--- src/rtl/sdrc_pkg.sv ---
// ----------------------------------------------------------------------------
// sdrc_pkg
// Shared constants, register indexes and the command/status bundles that
// join the drift corrector controller and datapath.
// ----------------------------------------------------------------------------
`default_nettype none

package sdrc_pkg;

   // checkpoint store geometry
   localparam int CK_DEPTH = 16;
   localparam int CK_IDX_W = $clog2(CK_DEPTH);
   localparam int CK_CNT_W = $clog2(CK_DEPTH + 1);

   // shared divider geometry
   localparam int DIV_N_W   = 67;
   localparam int DIV_D_W   = 46;
   localparam int DIV_CNT_W = 7;

   // configuration register indexes
   localparam logic [1:0] CSR_TEMP_COEFF = 2'd0;
   localparam logic [1:0] CSR_TEMP_REF   = 2'd1;
   localparam logic [1:0] CSR_REF_LEVEL  = 2'd2;
   localparam logic [1:0] CSR_WINDOW     = 2'd3;

   // partial product selects for the numerator build
   localparam logic [1:0] PP_P_LO  = 2'd0;
   localparam logic [1:0] PP_P_HI  = 2'd1;
   localparam logic [1:0] PP_D_LO  = 2'd2;
   localparam logic [1:0] PP_D_HI  = 2'd3;

   typedef struct packed {
      logic       load;
      logic       store;
      logic       fact;
      logic       cdiv_start;
      logic       comp_pass;
      logic       walk_start;
      logic       mul;
      logic       diff;
      logic       pp_go;
      logic [1:0] pp_sel;
      logic       qdiv_start;
      logic       emit;
   } cmd_type;

   typedef struct packed {
      logic kind;
      logic f_pos;
      logic div_done;
      logic walk_done;
      logic fit_ok;
   } status_type;

endpackage

`default_nettype wire

--- src/rtl/sdrc_ctrl.sv ---
// ----------------------------------------------------------------------------
// sdrc_ctrl
// Sequencer: steps one transaction through store update or compensation,
// checkpoint walk, fit terms, numerator build and prediction divide.
// ----------------------------------------------------------------------------
`default_nettype none

module sdrc_ctrl (
   input  wire logic                 clock,
   input  wire logic                 reset,
   input  wire logic                 start,
   output logic                      busy,
   output sdrc_pkg::cmd_type         cmd,
   input  wire sdrc_pkg::status_type status
);

   localparam logic [4:0] ST_IDLE  = 5'd0;
   localparam logic [4:0] ST_DISP  = 5'd1;
   localparam logic [4:0] ST_CKPT  = 5'd2;
   localparam logic [4:0] ST_FACT  = 5'd3;
   localparam logic [4:0] ST_CCHK  = 5'd4;
   localparam logic [4:0] ST_CWAIT = 5'd5;
   localparam logic [4:0] ST_WALK  = 5'd6;
   localparam logic [4:0] ST_WWAIT = 5'd7;
   localparam logic [4:0] ST_MUL   = 5'd8;
   localparam logic [4:0] ST_DIFF  = 5'd9;
   localparam logic [4:0] ST_FCHK  = 5'd10;
   localparam logic [4:0] ST_PP0   = 5'd11;
   localparam logic [4:0] ST_PP1   = 5'd12;
   localparam logic [4:0] ST_PP2   = 5'd13;
   localparam logic [4:0] ST_PP3   = 5'd14;
   localparam logic [4:0] ST_PPACC = 5'd15;
   localparam logic [4:0] ST_QDIV  = 5'd16;
   localparam logic [4:0] ST_QWAIT = 5'd17;
   localparam logic [4:0] ST_EMIT  = 5'd18;

   logic [4:0] state_ff, state_in;

   always_comb begin
      state_in = state_ff;
      cmd      = '0;
      unique case (state_ff)
         ST_IDLE: begin
            if (start) begin
               cmd.load = 1'b1;
               state_in = ST_DISP;
            end
         end
         ST_DISP: begin
            state_in = status.kind ? ST_FACT : ST_CKPT;
         end
         ST_CKPT: begin
            cmd.store = 1'b1;
            state_in  = ST_EMIT;
         end
         ST_FACT: begin
            cmd.fact = 1'b1;
            state_in = ST_CCHK;
         end
         ST_CCHK: begin
            if (status.f_pos) begin
               cmd.cdiv_start = 1'b1;
               state_in       = ST_CWAIT;
            end else begin
               cmd.comp_pass = 1'b1;
               state_in      = ST_WALK;
            end
         end
         ST_CWAIT: begin
            if (status.div_done) begin
               state_in = ST_WALK;
            end
         end
         ST_WALK: begin
            cmd.walk_start = 1'b1;
            state_in       = ST_WWAIT;
         end
         ST_WWAIT: begin
            if (status.walk_done) begin
               state_in = ST_MUL;
            end
         end
         ST_MUL: begin
            cmd.mul  = 1'b1;
            state_in = ST_DIFF;
         end
         ST_DIFF: begin
            cmd.diff = 1'b1;
            state_in = ST_FCHK;
         end
         ST_FCHK: begin
            state_in = status.fit_ok ? ST_PP0 : ST_EMIT;
         end
         ST_PP0: begin
            cmd.pp_go  = 1'b1;
            cmd.pp_sel = sdrc_pkg::PP_P_LO;
            state_in   = ST_PP1;
         end
         ST_PP1: begin
            cmd.pp_go  = 1'b1;
            cmd.pp_sel = sdrc_pkg::PP_P_HI;
            state_in   = ST_PP2;
         end
         ST_PP2: begin
            cmd.pp_go  = 1'b1;
            cmd.pp_sel = sdrc_pkg::PP_D_LO;
            state_in   = ST_PP3;
         end
         ST_PP3: begin
            cmd.pp_go  = 1'b1;
            cmd.pp_sel = sdrc_pkg::PP_D_HI;
            state_in   = ST_PPACC;
         end
         ST_PPACC: begin
            state_in = ST_QDIV;
         end
         ST_QDIV: begin
            cmd.qdiv_start = 1'b1;
            state_in       = ST_QWAIT;
         end
         ST_QWAIT: begin
            if (status.div_done) begin
               state_in = ST_EMIT;
            end
         end
         ST_EMIT: begin
            cmd.emit = 1'b1;
            state_in = ST_IDLE;
         end
         default: begin
            state_in = ST_IDLE;
         end
      endcase
   end

   always_ff @(posedge clock) begin
      if (reset) begin
         state_ff <= ST_IDLE;
      end else begin
         state_ff <= state_in;
      end
   end

   assign busy = (state_ff != ST_IDLE);

endmodule

`default_nettype wire

--- config.mk ---
export PLATFORM = sky130hd
export DESIGN_NAME = sdrc_ctrl
export DESIGN_NICKNAME = d
export VERILOG_FILES = /design/src/rtl/sdrc_pkg.sv /design/src/rtl/sdrc_ctrl.sv
export SDC_FILE = /design/constraint.sdc
export NUM_CORES = 1
export LEC_CHECK = 0
export BUFFER_PORTS_ARGS = -buffer_cell sky130_fd_sc_hd__buf_2
export CORE_AREA = 2 2 39 41
export DETAILED_ROUTE_END_ITERATION = 16
export DIE_AREA = 0 0 41 43
export HOLD_SLACK_MARGIN = 0.06
export PLACE_DENSITY_LB_ADDON = 0.12
export SLEW_MARGIN = 20
export SYNTH_ARGS = -nofsm -noshare
export SYNTH_HDL_FRONTEND = slang
export SYNTH_SLANG_ARGS = --single-unit
export TNS_END_PERCENT = 100
--- constraint.sdc ---
create_clock -name clock -period 3 [get_ports clock]
set_input_delay 0.15 -clock clock [delete_from_list [all_inputs] [get_ports clock]]
set_output_delay 0.15 -clock clock [all_outputs]
set_load 0.01 [all_outputs]
==> impl_metrics.tcl <==
set metrics [dict create \
    layout.cells.non_filler 108 \
    yosys-top-cells-count "nor2_1 (8), dfxtp_1 (5), a21oi_1 (4), nand2_1 (4)" \
    path_max_fanout 16 \
    finalCritPeriodShare_pct 66.6 \
    top_regs "state_ff (5)" \
    drt-pass1-iter-count 4 \
    hpwl_um 938 \
    largest_reg_flops 5 \
    io_pins 22 \
    start_kind "flop" \
    use_met1_pct 21.4 \
    drt_wl_total_um 1360 \
    remaining_drc_errors 0 \
    area_growth_pct 18.7 \
    vdd_drop_max_v 0.000475 \
    drt_iter0_markers 8 \
    postCtsHoldBufs 0 \
    rrSetupSlack_ps 1000 \
    syn-cell-area_um2 574 \
    syn_inst 76 \
    overflow 0 \
    fillCellCount 153 \
    leakage_nw 0.286 \
    cts.path.max_buffers 2 \
    grt_pass1_wl_um 2020 \
    combPwrFrac_pct 50.6 \
    ys_warn_count 0 \
    rsz0062_at_grt "false" \
    syn_nets 84 \
    via_count 625 \
    synth.most_common_cell "nor2_1" \
    syn_avg_cell_area_um2 7.56 \
    core.rowCount 14 \
    cts_resized 0 \
    cp_slowest_cell "dfxtp_1" \
    cp-end-kind "output port" \
    crit_chain "inv_1, or3_1, nor3_1, buf_2" \
    synth_edf_count 0 \
    async_flop_share_pct 0 \
    n_antenna_cell 0 \
    period_needed_ps 2000 \
    met3_usage_pct 4.71 \
    seq_area_frac_synth_pct 17.4 \
    grt_use_total_pct 16.8 \
    initial_utilization_pct 41.5 \
    p_int_mw 0.290 \
    synth.distinct_cells 38 \
    slew_headroom_pct 47.2 \
    path_clk_slew_ps 50 \
    root_buffer "clkbuf_4" \
    die_w_um 41 \
    grt_busiest_layer "met2" \
    p_sw_mw 0.268 \
    drv_cap 0 \
    cts_tree "built" \
    critPathLaunch "state_ff[4]" \
    setup_tns_ps 0 \
    htreeDepth 1 \
    synth_area_leader_cell "dfxtp_1" \
    utilization_pct 49.3 \
    r2r_end "state_ff[3]" \
    finalSetupViolCount 0 \
    pwr-share-clk_pct 14.6 \
    dp_cells 104 \
    core_area_um2 1380 \
    clock_sinks 5 \
    grt_antenna_before_repair 0 \
    io_buffers 21 \
    grt_max_degree 24 \
    hold_violations 0 \
    cts_made_buffers 3 \
    grt_pass1_vias 497 \
    dieArea_um2 1760 \
    drive_above_1_share_pct 30.4 \
    setup.worst_path.end "cmd[1]" \
    outcome "complete, no violations" \
    fin_worst_skew_ps 2.07 \
    clock_latency_ps 250 \
    powerDensity_nw_per_um2 819 \
    maxSlewViolCount 0 \
    fp.dieH_um 43 \
    top_register "state_ff" \
    cp.arrival_ps 1850 \
    met2_usage_pct 25.0 \
    reg2reg_from "state_ff[1]" \
    seqPwrFrac_pct 34.9 \
    cts_setup_buffers 0 \
    worstRegToRegCells 4 \
    path_class "flop to output port" \
    required_ps 2850 \
    max_freq_mhz 500 \
    swShare_pct 48.1 \
    worst_hold_slack_ps 113 \
    vias_per_cell 5.79 \
    synthFlopType "dfxtp_1" \
    hp-class "input port to flop" \
    synth_top_area_share_pct 17.4 \
    crit_path_max_incr_delay_ps 690 \
    synth.area.top_cells "dfxtp_1 (17%), nor2_1 (5.2%), a2111oi_4 (4.8%)" \
    fin_nets 101 \
    ys_seq_elements 5 \
    wl_per_cell_um 12.6 \
    ant_nets 0 \
    globalplace.congestion 0.795 \
    tightest_slew_ps 791 \
]
==> kinds of logic (layout without fill, tap and decap cells) <==
group,Yosys count,count (layout),share of synthesized area (%)
buf+inv,10,26,8.50
xor+xnor,3,3,4.58
simple gates,39,39,43.4
flops,5,5,17.4
compound gates,19,19,26.1
==> layout make-up <==
cell class / instances / area, µm² / share of cell area, %
sequential: 5 / 100 / 14.7
clock buffer: 3 / 22.5 / 3.30
timing repair buffer: 21 / 105 / 15.4
clock inverter: 1 / 5.00 / 0.734
inverter: 1 / 3.75 / 0.550
multi-input combinational: 61 / 425 / 62.4
tap: 16 / 20.0 / 2.94
==> critical path, delay by kind of cell, from the launching register on <==
| kind | cells | cell delay [ps] |
|---|---|---|
| buffers and inverters | 2 | 350 |
| flip-flops | 1 | 690 |
| AND/OR/NAND/NOR | 2 | 560 |
==> layout by cell type, fill, tap and decap left out, drive strengths merged, types with 3 or more instances in the layout <==
cell,Yosys,final
and3,3,3
clkbuf,3,3
nand2,4,4
buf,6,21
nor2,8,8
nor3,4,4
dfxtp,5,5
o21ai,3,3
a21oi,4,4
or3,3,3
==> per-stage QoR <==
stage	area, µm²	setup WS (ps)	power, mW
4_1_cts	682	993	0.563
3_3_place_gp	654	1070	0.480
3_5_place_dp	654	1020	0.480
5_1_grt	682	860	0.609
6_report	682	1000	0.558
2_1_floorplan	574	1510	0.418
==> per-layer routing <==
metal | wire length (µm) | up-vias
met5 | 0 | -
met4 | 16 | 0
met3 | 84 | 2
met2 | 623 | 20
met1 | 634 | 280
li1 | - | 323
==> power by group through the flow <==
| stage | clock network, mW | logic, mW | registers (mW) |
|---|---|---|---|
| global route | 0.0888 | 0.316 | 0.205 |
| CTS | 0.0839 | 0.286 | 0.193 |
| floorplan | 0 | 0.314 | 0.105 |
| detailed placement | 0 | 0.285 | 0.194 |
| finish | 0.0815 | 0.282 | 0.195 |
| global placement | 0 | 0.286 | 0.195 |
==> how the worst min path moves through the flow <==
stage	to	slack, ps	cells past startpoint	from
after CTS	state_ff[2]	110	2	reset
after global placement	state_ff[2]	380	2	reset
after detailed placement	state_ff[2]	370	2	reset
after global routing	state_ff[2]	120	2	reset
final	state_ff[2]	110	2	reset
after floorplan	state_ff[2]	220	1	reset
Power figures use the tool's default switching activity.
